[src/sv/ssi_pkg.sv]
// Shared constants, types and codes for the segment intersection block.
package ssi_pkg;

    localparam int COORD_BITS = 16;
    localparam int FRAC_BITS  = 16;
    localparam int OUT_BITS   = 32;

    localparam int DFW  = COORD_BITS + 1;        // coordinate difference
    localparam int PW   = 2 * DFW;               // product of two differences
    localparam int DETW = PW + 1;                // det and numerators, signed
    localparam int DW   = DETW - 1;              // magnitude of det, remainder
    localparam int NW   = DW + COORD_BITS;       // numerator times |delta|
    localparam int QW   = COORD_BITS + FRAC_BITS; // quotient bits
    localparam int SW   = QW + 2;                // final sum

    typedef enum logic [1:0] {
        ST_HIT      = 2'd0,
        ST_PARALLEL = 2'd1,
        ST_OUTSIDE  = 2'd2
    } t_status;

    typedef struct packed {
        t_status                        status;
        logic                           neg_x;
        logic                           neg_y;
        logic signed [COORD_BITS-1:0]   base_x;
        logic signed [COORD_BITS-1:0]   base_y;
        logic [NW-1:0]                  num_x;
        logic [NW-1:0]                  num_y;
        logic [DW-1:0]                  det;
    } t_job;

    typedef struct packed {
        logic valid;
        t_job job;
    } t_job_if;

endpackage

[src/sv/ssi_queue.sv]
// Two-entry queue between the front pipeline and the divider pipeline.
module ssi_queue (
    input  logic             i_clk,
    input  logic             i_rst_n,
    input  ssi_pkg::t_job_if i_job,
    output ssi_pkg::t_job_if o_job,
    output logic             o_full
);
    ssi_pkg::t_job r_mem [0:1];
    logic          r_wp, r_rp;
    logic [1:0]    r_cnt;
    logic          n_pop;

    assign n_pop = (r_cnt != 2'd0);

    always_ff @(posedge i_clk) begin
        if (!i_rst_n) begin
            r_wp  <= 1'b0;
            r_rp  <= 1'b0;
            r_cnt <= 2'd0;
        end else begin
            if (i_job.valid) r_wp <= ~r_wp;
            if (n_pop)       r_rp <= ~r_rp;
            r_cnt <= r_cnt + 2'(i_job.valid) - 2'(n_pop);
        end
    end

    always_ff @(posedge i_clk) begin
        if (i_job.valid) r_mem[r_wp] <= i_job.job;
    end

    // the divider pipeline never stalls: pop whenever an item waits
    assign o_job.valid = n_pop;
    assign o_job.job   = r_mem[r_rp];
    assign o_full      = (r_cnt == 2'd2);

endmodule

[config.mk]
export PLATFORM = sky130hd
export DESIGN_NAME = ssi_queue
export DESIGN_NICKNAME = d
export VERILOG_FILES = /design/src/sv/ssi_pkg.sv /design/src/sv/ssi_queue.sv
export SDC_FILE = /design/constraint.sdc
export NUM_CORES = 1
export LEC_CHECK = 0
export BUFFER_PORTS_ARGS = -buffer_cell sky130_fd_sc_hd__buf_2
export CELL_PAD_IN_SITES_DETAIL_PLACEMENT = 1
export CELL_PAD_IN_SITES_GLOBAL_PLACEMENT = 1
export CORE_MARGIN = 10
export CORE_UTILIZATION = 35
export DETAILED_ROUTE_END_ITERATION = 6
export PLACE_DENSITY = 0.68
export REMOVE_ABC_BUFFERS = 1
export SYNTH_ARGS = -nofsm -noshare
export SYNTH_HDL_FRONTEND = slang
export SYNTH_SLANG_ARGS = --single-unit
[constraint.sdc]
create_clock -name i_clk -period 8.6 [get_ports i_clk]
set_input_delay 0.86 -clock i_clk [delete_from_list [all_inputs] [get_ports i_clk]]
set_output_delay 0.86 -clock i_clk [all_outputs]
set_load 0.03 [all_outputs]
Yosys cells after proc, flatten, opt, wreduce, memory -nomap -nowiden

Memory sizes are Yosys's and may differ from the RTL's. A register that Yosys moved wholly into a read port is not among the register bits.
Cells that the tools add are included.
Widths: inputs -> output; s select.

RAM bits: 340
Bits in latches: 0
Input port bits: 173
Bits in read-only memories: 0
Register bits: 4
Memories: 1

Div/mod/pow operators: 0
Shift operators: 0
Reduce and logical (&&, ||, !) cells: 1
Multiplexer cells: 4
Bitwise gates (word level): 2
Multiply operators: 0
Order comparisons: 0
Add/sub/neg operators: 2
Eq/ne operators: 1

Memories:

| name  | words | bits a word | rd ports | clocked after Yosys merged registers in | write ports | line           | text |
|---|---|---|---|---|---|---|---|
| r_mem | 2     | 170         | 1        | 1                                       | 1           | ssi_queue.sv:9 | `ssi_pkg::t_job r_mem [0:1];` |

Operators by type and width:

| cell               | number |
|---|---|
| $mux 1             | 4 |
| $add 2x1->2        | 1 |
| $eq 2x2->1 const B | 1 |
| $not 1->1          | 2 |
| $reduce_bool 2->1  | 1 |
| $sub 2x1->2        | 1 |

Depth between registers and ports, before layout

Gate-level depths: netlist of the first run.

Depth in word-level cells: 3
Gate-level depth with buffers: 4
Depth with buffers taken out: 4

Worst setup path before layout of the first run

OpenSTA, ideal clock, no wires.

Kind: input to register
Start point: input i_job[170] in the netlist's numbering
End point: memory r_mem[0][0] in the netlist's numbering (enable)
Setup slack: -0.355 ns
Library setup time: 0.722 ns
Required time: 7.878 ns
Stages: 1
Arrival time: 8.233 ns
Path buffers: 0
Cells stage by stage: nor2b_1

Longest elaborated chain between the ends: 2

Ends and longest elaborated chain:

| what                         | line            | text |
|---|---|---|
| from (decl)                  | ssi_queue.sv:5  | `input ssi_pkg::t_job_if i_job,` |
| $mux 1                       | ssi_queue.sv:29 | `if (i_job.valid) r_mem[r_wp] <= i_job.job;` |
| $mux 1 (implied by the code) | ssi_queue.sv:29 |  |
| to (decl)                    | ssi_queue.sv:9  |  |

No other way between the ends.

==> results of run 1 <==
## how the worst min path moves through the flow
stage,from,to,slack [ns],cells past startpoint
4_1_cts,i_job[64],r_mem[0][64],0.49,1
2_1_floorplan,r_cnt[1],r_cnt[1],0.49,2
6_report,i_job[20],r_mem[0][20],0.52,1
5_1_grt,i_job[36],r_mem[0][36],0.49,1
3_3_place_gp,r_cnt[1],r_cnt[1],0.52,2
3_5_place_dp,r_rp,r_rp,0.56,2
## area by class of cell
type	count	area, um2	share of cell area
Antenna cell	3	7.51	0.000462
Clock buffer	51	1060	0.0655
Clock inverter	18	91.3	0.00562
Multi-Input combinational cell	187	2410	0.148
Sequential cell	345	10300	0.635
Tap cell	468	586	0.0361
Timing Repair Buffer	350	1770	0.109
## routing by layer
layer  track usage  vias up
met5             0        -
met1         0.150     3213
met4        0.0426       10
li1              -     2955
met3        0.0481       54
met2         0.228      216
## report_power, final
part           internal (mW)  leakage [nW]  total, mW  switching [mW]
Combinational          0.171          2.44      0.460           0.289
Clock                  0.870         0.566       1.50           0.628
Sequential              1.94          3.23       1.97          0.0286
Total                   2.99          6.24       3.93           0.945
## registers in the layout, indices dropped and copies added, names as in the netlist, named ones only
| name | cells |
|---|---|
| r_mem | 340 |
| r_rp | 1 |
| r_cnt | 2 |
| r_wp | 1 |
## logic make-up after synthesis
group,after synthesis,share of synthesized area
DFF,345,0.800
buffers and inverters,20,0.0138
and+or+nand+nor,13,0.00592
adders and majority gates,1,0.000971
AOI/OAI and AO/OA,2,0.000971
muxes,171,0.178
## synth_stat cells
cell type | number | share of area
and2_1 | 2 | 0.00097
mux2_2 | 70 | 0.061
buf_4 | 1 | 0.00058
mux2_4 | 100 | 0.12
buf_6 | 12 | 0.010
or2_2 | 1 | 0.00049
ha_1 | 1 | 0.00097
nand2b_1 | 1 | 0.00049
mux2i_1 | 1 | 0.00078
nand2_1 | 2 | 0.00058
o21a_1 | 1 | 0.00058
dfxtp_1 | 5 | 0.0078
edfxtp_1 | 340 | 0.79
o21ai_0 | 1 | 0.00039
buf_2 | 7 | 0.0027
nor2b_1 | 4 | 0.0019
and3_1 | 2 | 0.00097
or3_1 | 1 | 0.00049
## per-stage QoR
stage,util,instance area (um2),total power [mW],instances
after floorplan,-,12700,2.34,532
after global placement,0.414,15100,2.47,1350
after detailed placement,0.414,15100,2.48,1350
after CTS,0.446,16200,4.00,1419
after global routing,0.446,16200,4.09,1421
final,0.446,16200,3.93,1422
==> flow_metrics.py, run 1 <==
metrics = {
    "route": {
        "routedWlPerCell_um": 21.7,
        "dr.first_iter.drc_count": 290,
        "viasPerCell": 4.53,
        "vias": 6448,
        "drtPass1Iterations": 4,
        "highest_layer": "met5",
        "wl_um": 30900,
        "met2_length_um": 15800,
        "antenna_left": 0,
        "wl_met3_um": 2360,
        "wl_met1_um": 12100,
        "drc": 0,
    },
    "die": {
        "boundaryPins": 345,
        "core_area_um2": 36400,
        "initial_core_util": 0.354,
        "die_area_um2": 44900,
        "num_rows": 70,
        "die_w_um": 212,
        "die_y_um": 212,
    },
    "pwr": {
        "power_leakage_nw": 6.24,
        "vdd_drop_max_uv": 141,
        "power_density_nw_per_um2": 242,
    },
    "global_routing": {
        "grt_pass1_vias": 7152,
        "antenna_found_initial": 8,
        "grt_overflow_total": 0,
        "grt_use_total": 0.133,
        "grt_max_degree": 72,
        "grt_pass1_wl_um": 44900,
    },
    "synth": {
        "synthCells": 552,
        "synth_seq_cells": 345,
        "syn_area_um2": 12900,
        "syn-mean-instance-area_um2": 23.3,
        "synth-seq-area-share": 0.800,
        "yosys_warnings": 0,
        "ys_types": 18,
    },
    "sta": {
        "fin_crit_ns": 3.96,
        "max_freq_mhz": 253,
        "worst_slew_pin_slew_ns": 1.21,
        "fin_crit_sh": 0.460,
        "whs_ns": 0.524,
        "final_hold_viol_count": 0,
        "rsz0062_at_grt": "false",
        "setup_viol": 0,
        "drv_slew": 0,
        "timing.final.ws_setup_ns": 4.64,
        "finalSetupTns_ns": 0,
        "slew-limit-headroom": 0.189,
        "finClkSkew_ns": 0.00772,
    },
    "setup_path": {
        "slowest_stage": "dfxtp_4",
        "cpLargestDelayFamily": "buffers and inverters",
        "rrSetupSlack_ns": 5.92,
        "cp_data_arrival_time_ns": 3.10,
        "cp-start-kind": "flop",
        "endpoint": "o_job[6]",
        "critPathRequiredTime_ns": 7.74,
        "reg2reg_depth": 2,
        "path_cells": "buf_4, mux2_2, buf_2",
        "slowest_delay_ns": 0.96,
        "r2r-end": "r_mem[0][38]",
        "worst-path-stages": 3,
        "cp_max_fo": 62,
        "cp_num_buf_inv": 2,
        "worstSetupPathType": "reg2out",
        "critPathCaptureType": "output pin",
        "reg2reg_from": "r_wp",
    },
    "cells_and_area": {
        "layout.nets": 1096,
        "layout_common_cells": "buf_2, edfxtp_1, mux2_4, mux2_2, clkbuf_16",
        "layout_commonest_cell": "buf_2",
        "areaGrowthSynthToFinish_pct": 26.0,
        "fill_cells": 3564,
        "drive_above_1_share": 0.607,
    },
    "place": {
        "preCtsSetupSlack_ns": 5.08,
        "gp_congestion": 0.710,
        "hpwl_um": 21400,
        "place.port_buffers": 344,
    },
    "clocking": {
        "cts_buffers": 38,
        "post-cts-setup-buffers": 0,
        "cts-htree-levels": 2,
        "clockRootBuffer": "clkbuf_16",
        "post_cts_resized": 0,
        "cts_tree": "built",
        "cts_hold_buf": 0,
        "cts.path.max_buffers": 3,
        "cts.sinks": 345,
        "clkTransAtPathRegs_ns": 0.06,
        "clock_latency_ns": 0.52,
    },
    "job": {
        "cap_violations": 0,
    },
    "outcome": {
        "status": "finished clean",
    },
    "hold_path": {
        "hold_path.class": "in2reg",
    },
}
Power figures use the tool's default switching activity.
==> run 2, diff against run 1 <==
- clock period: 8.6 -> 3.52 ns (I/O delays scaled with it)
==> run 2 against run 1 <==
Sequential power increased by 140%. Cell area is 11% higher. Critical path type unchanged. Via count grew 12%. Combinational power rose to 2.9 times the previous value. Die area unchanged. Flip-flop and latch count is the same. Power grew to 2.5 times the previous value. Wire length is 12% higher. Global-route usage grew 1.8 points. Setup slack worse by 3.8 ns. Register-to-register slack got worse by 4.3 ns. Critical endpoint is now o_job[37].
==> flow_metrics.py, run 2 (synthesis gave the netlist of run 1 again) <==
metrics = {
    "outcome": {
        "status": "finished clean",
    },
    "route": {
        "viasPerCell": 4.54,
        "antenna_left": 0,
        "drtPass1Iterations": 4,
        "vias": 7239,
        "dr.first_iter.drc_count": 251,
        "wl_um": 34600,
        "drc": 0,
        "routedWlPerCell_um": 21.7,
    },
    "setup_path": {
        "cp_data_arrival_time_ns": 2.28,
        "critPathRequiredTime_ns": 3.17,
        "cp-start-kind": "flop",
        "r2r-end": "r_mem[1][32]",
        "rrSetupSlack_ns": 1.67,
        "cp_max_fo": 65,
        "worstSetupPathType": "reg2out",
        "reg2reg_from": "r_wp",
        "reg2reg_depth": 2,
        "critPathCaptureType": "output pin",
    },
    "sta": {
        "max_freq_mhz": 379,
        "drv_slew": 0,
        "rsz0062_at_grt": "false",
        "finClkSkew_ns": 0.00868,
        "fin_crit_sh": 0.749,
        "timing.final.ws_setup_ns": 0.883,
        "final_hold_viol_count": 0,
        "fin_crit_ns": 2.64,
        "setup_viol": 0,
        "slew-limit-headroom": 0.328,
        "worst_slew_pin_slew_ns": 1.01,
    },
    "global_routing": {
        "grt_overflow_total": 0,
        "grt_pass1_vias": 8208,
        "antenna_found_initial": 5,
        "grt_pass1_wl_um": 51100,
        "grt_use_total": 0.151,
        "grt_max_degree": 103,
    },
    "place": {
        "place.port_buffers": 344,
        "dpl_cell_area_um2": 15200,
        "hpwl_um": 21300,
        "gp_congestion": 0.711,
        "preCtsSetupSlack_ns": 1.43,
    },
    "cells_and_area": {
        "fill_cells": 3487,
        "areaGrowthSynthToFinish_pct": 40.4,
        "final_util": 0.497,
        "layout_commonest_cell": "buf_2",
        "largestRegisters": "r_mem x340, r_cnt x2",
        "largest_register": "r_mem",
        "layout_common_cells": "buf_2, edfxtp_1, dlygate4sd3_1, mux2_4, mux2_2",
        "drive_above_1_share": 0.518,
        "largest_reg_flops": 340,
        "ff_latch_area_um2": 10300,
        "final_cell_area_um2": 18100,
        "layout.nets": 1271,
        "multi_input_area_um2": 2410,
    },
    "hold_path": {
        "hold_path.class": "in2reg",
        "hold-path-endpoint": "r_mem[0][96]",
        "min_from": "i_job[96]",
        "whs_path_depth": 1,
    },
    "die": {
        "boundaryPins": 345,
        "num_rows": 70,
        "die_area_um2": 44900,
        "die_y_um": 212,
        "initial_core_util": 0.354,
        "core_area_um2": 36400,
        "die_w_um": 212,
    },
    "clocking": {
        "cts-htree-levels": 2,
        "cts.sinks": 345,
        "cts.path.max_buffers": 3,
        "cts_buffers": 38,
        "post_cts_resized": 0,
        "clock_latency_ns": 0.53,
        "clkTransAtPathRegs_ns": 0.05,
        "cts_tree": "built",
        "clockRootBuffer": "clkbuf_16",
    },
    "pwr": {
        "vdd_drop_max_uv": 465,
        "power_leakage_nw": 7.03,
        "power_density_nw_per_um2": 554,
    },
    "job": {
        "cap_violations": 0,
    },
}
[run 2: what timing repair did]
action / in CTS / in global routing
setup buffers: 0 / 0
endpoints found under the hold margin: 336 / 0
hold buffers: 168 / 0
[run 2: report_power, final]
| group | leakage [nW] | switching (mW) | internal [mW] | total [mW] |
|---|---|---|---|---|
| logic | 3.20 | 0.771 | 0.552 | 1.32 |
| clock network | 0.600 | 1.54 | 2.34 | 3.88 |
| registers | 3.23 | 0.0647 | 4.75 | 4.82 |
| total | 7.03 | 2.38 | 7.64 | 10.0 |
[run 2: through the flow]
| step | total power, mW | TNS [ns] | hold WS, ns | instances |
|---|---|---|---|---|
| finish | 10.0 | 0 | 0.0300 | 1595 |
| global route | 10.4 | 0 | 0.000994 | 1594 |
| CTS | 10.1 | 0 | 0.000901 | 1593 |
| detailed placement | 6.06 | 0 | 0.543 | 1357 |
| global placement | 6.03 | 0 | 0.518 | 1357 |
| floorplan | 5.73 | -1579.10 | 0.451 | 532 |
[run 2: worst max-delay path, cell delays in order (launching register included)]
cell     delay [ns]
dfxtp_4        0.62
buf_12         0.39
mux2_2         0.41
buf_2          0.19
[run 2: layout make-up]
| type | count | area share |
|---|---|---|
| flip-flops and latches | 345 | 0.570 |
| repair buffers | 525 | 0.197 |
| diodes | 2 | 0.000277 |
| clock buffers | 51 | 0.0588 |
| well taps | 468 | 0.0324 |
| multi-input cells | 187 | 0.133 |
| clock inverters | 17 | 0.00844 |
[run 2: per-layer routing]
layer / global-route usage / wire length (um)
met1: 0.162 / 13000
met2: 0.271 / 18300
met3: 0.0507 / 2540
met4: 0.0528 / 734
met5: 0 / 28
[run 2: how the worst max path moves through the flow]
stage	endpoint	slack, ns	cells past startpoint
2_1_floorplan	r_mem[0][0]	-5.00	1
3_5_place_dp	o_job[49]	1.43	3
6_report	o_job[37]	0.88	3
5_1_grt	o_job[37]	0.78	3
3_3_place_gp	o_job[66]	1.47	3
4_1_cts	o_job[49]	0.83	3
==> run 3, diff against run 2 <==
- PLACE_DENSITY: 0.68 -> 0.66
- clock period: 3.52 -> 2.5 ns (I/O delays scaled with it)
==> run 3 against run 2 <==
Worst hold slack gained 0.048 ns. Largest power group unchanged. Critical endpoint is now o_job[51]. Clock power grew 37%. Non-clock buffer count grew 3. Largest cell class unchanged. Global-route usage shrank 0.35 points.
==> flow_metrics.py, run 3 (synthesis gave the netlist of run 1 again) <==
metrics = {
    "place": {
        "place_inst": 1357,
        "dpl_cell_area_um2": 15200,
        "hpwl_um": 21700,
        "place.port_buffers": 344,
        "preCtsSetupSlack_ns": 0.656,
        "gp_congestion": 0.740,
    },
    "global_routing": {
        "grt_pass1_wl_um": 50300,
        "grt_pass1_vias": 8205,
        "grt_use_total": 0.147,
        "antenna_found_initial": 4,
        "grt_overflow_total": 0,
        "grt_max_degree": 111,
    },
    "sta": {
        "setup_viol": 0,
        "finClkSkew_ns": 0.0224,
        "max_freq_mhz": 420,
        "whs_ns": 0.0780,
        "rsz0062_at_grt": "false",
        "timing.final.ws_setup_ns": 0.121,
        "slew-limit-headroom": 0.490,
        "fin_crit_ns": 2.38,
        "drv_slew": 0,
        "fin_crit_sh": 0.952,
        "final_hold_viol_count": 0,
        "finalSetupTns_ns": 0,
        "worst_slew_pin_slew_ns": 0.764,
    },
    "cells_and_area": {
        "largest_register": "r_mem",
        "fill_cells": 3488,
        "drive_above_1_share": 0.516,
        "areaGrowthSynthToFinish_pct": 40.7,
        "final_cell_area_um2": 18100,
        "layout_commonest_cell": "buf_2",
        "largestRegisters": "r_mem x340, r_cnt x2",
        "layout.nets": 1274,
        "layout_common_cells": "buf_2, edfxtp_1, dlygate4sd3_1, mux2_4, mux2_2",
        "final_util": 0.498,
        "stdcell_count": 1597,
        "largest_reg_flops": 340,
    },
    "setup_path": {
        "rrSetupSlack_ns": 0.94,
        "worstSetupPathType": "reg2out",
        "r2r-end": "r_mem[0][91]",
        "cp-start-kind": "flop",
        "reg2reg_depth": 2,
        "slowest_stage": "dfxtp_4",
        "reg2reg_from": "r_wp",
        "path_cells": "buf_4, mux2_2, buf_2",
        "cp_data_arrival_time_ns": 2.13,
        "critPathCaptureType": "output pin",
        "cp_max_fo": 21,
        "slowest_delay_ns": 0.59,
        "critPathRequiredTime_ns": 2.25,
    },
    "pwr": {
        "power_density_nw_per_um2": 770,
        "vdd_drop_max_uv": 597,
        "power_leakage_nw": 7.04,
        "power_mw": 14.0,
    },
    "die": {
        "boundaryPins": 345,
        "core_area_um2": 36400,
        "die_w_um": 212,
        "die_y_um": 212,
        "die_area_um2": 44900,
        "num_rows": 70,
        "initial_core_util": 0.354,
    },
    "clocking": {
        "clockRootBuffer": "clkbuf_16",
        "cts_tree": "built",
        "post_cts_resized": 0,
        "cts_buffers": 38,
        "post-cts-setup-buffers": 0,
        "cts_hold_buf": 171,
        "cts-htree-levels": 2,
        "clkTransAtPathRegs_ns": 0.06,
        "cts.sinks": 345,
        "clock_latency_ns": 0.53,
        "cts.path.max_buffers": 3,
    },
    "route": {
        "drc": 0,
        "wl_um": 33900,
        "vias": 7223,
        "antenna_left": 0,
        "routedWlPerCell_um": 21.2,
        "viasPerCell": 4.52,
        "drtPass1Iterations": 4,
        "dr.first_iter.drc_count": 254,
    },
    "hold_path": {
        "min_from": "i_job[170]",
        "hold_path.class": "in2reg",
        "whs_path_depth": 3,
        "hold-path-endpoint": "r_wp",
    },
    "outcome": {
        "status": "finished clean",
    },
    "job": {
        "cap_violations": 0,
    },
}
## run 3: cell types whose count changed in the layout (fill, tap and decap cells not counted), sizes merged
cell / before / now
clkbuf: 51 / 46
bufinv: 3 / 2
inv: 0 / 1
clkinv: 14 / 17
diode: 2 / 3
dlygate4sd3: 168 / 171
## run 3: critical path: cells and delay by family, from the launching register on
family | cells | cell delay (ns)
flip-flops | 1 | 0.59
buffers and inverters | 2 | 0.60
multiplexers | 1 | 0.40
## run 3: cell type report
cell class | count | area [um2] | area share
Tap cell | 468 | 586 | 0.0323
Antenna cell | 3 | 7.51 | 0.000414
Multi-Input combinational cell | 187 | 2410 | 0.133
Timing Repair Buffer | 528 | 3630 | 0.200
Clock buffer | 46 | 1040 | 0.0576
Clock inverter | 20 | 140 | 0.00773
Sequential cell | 345 | 10300 | 0.569
## run 3: layer usage
metal  GRT usage  wire (um)  share of wire  vias up
met1       0.156      12500           0.37     3626
li1            -          -              -     3298
met3      0.0487       2390          0.071       57
met5           0         10        0.00030        -
met2       0.265      17900           0.53      240
met4      0.0580       1040          0.031        2
## run 3: how the worst max path moves through the flow
stage | from | end | slack, ns | cells past startpoint
after floorplan | r_wp | r_mem[0][0] | -6.02 | 1
after global placement | flop | o_job[63] | 0.69 | 3
after detailed placement | flop | o_job[42] | 0.66 | 3
after CTS | flop | o_job[42] | 0.06 | 3
after global routing | flop | o_job[51] | 0.03 | 3
final | flop | o_job[51] | 0.12 | 3
## run 3: report_power, final
part / internal, mW / total, mW / switching, mW / leakage, nW
Combinational: 0.787 / 1.87 / 1.08 / 3.22
Sequential: 6.69 / 6.77 / 0.0850 / 3.23
Clock: 3.16 / 5.32 / 2.16 / 0.585
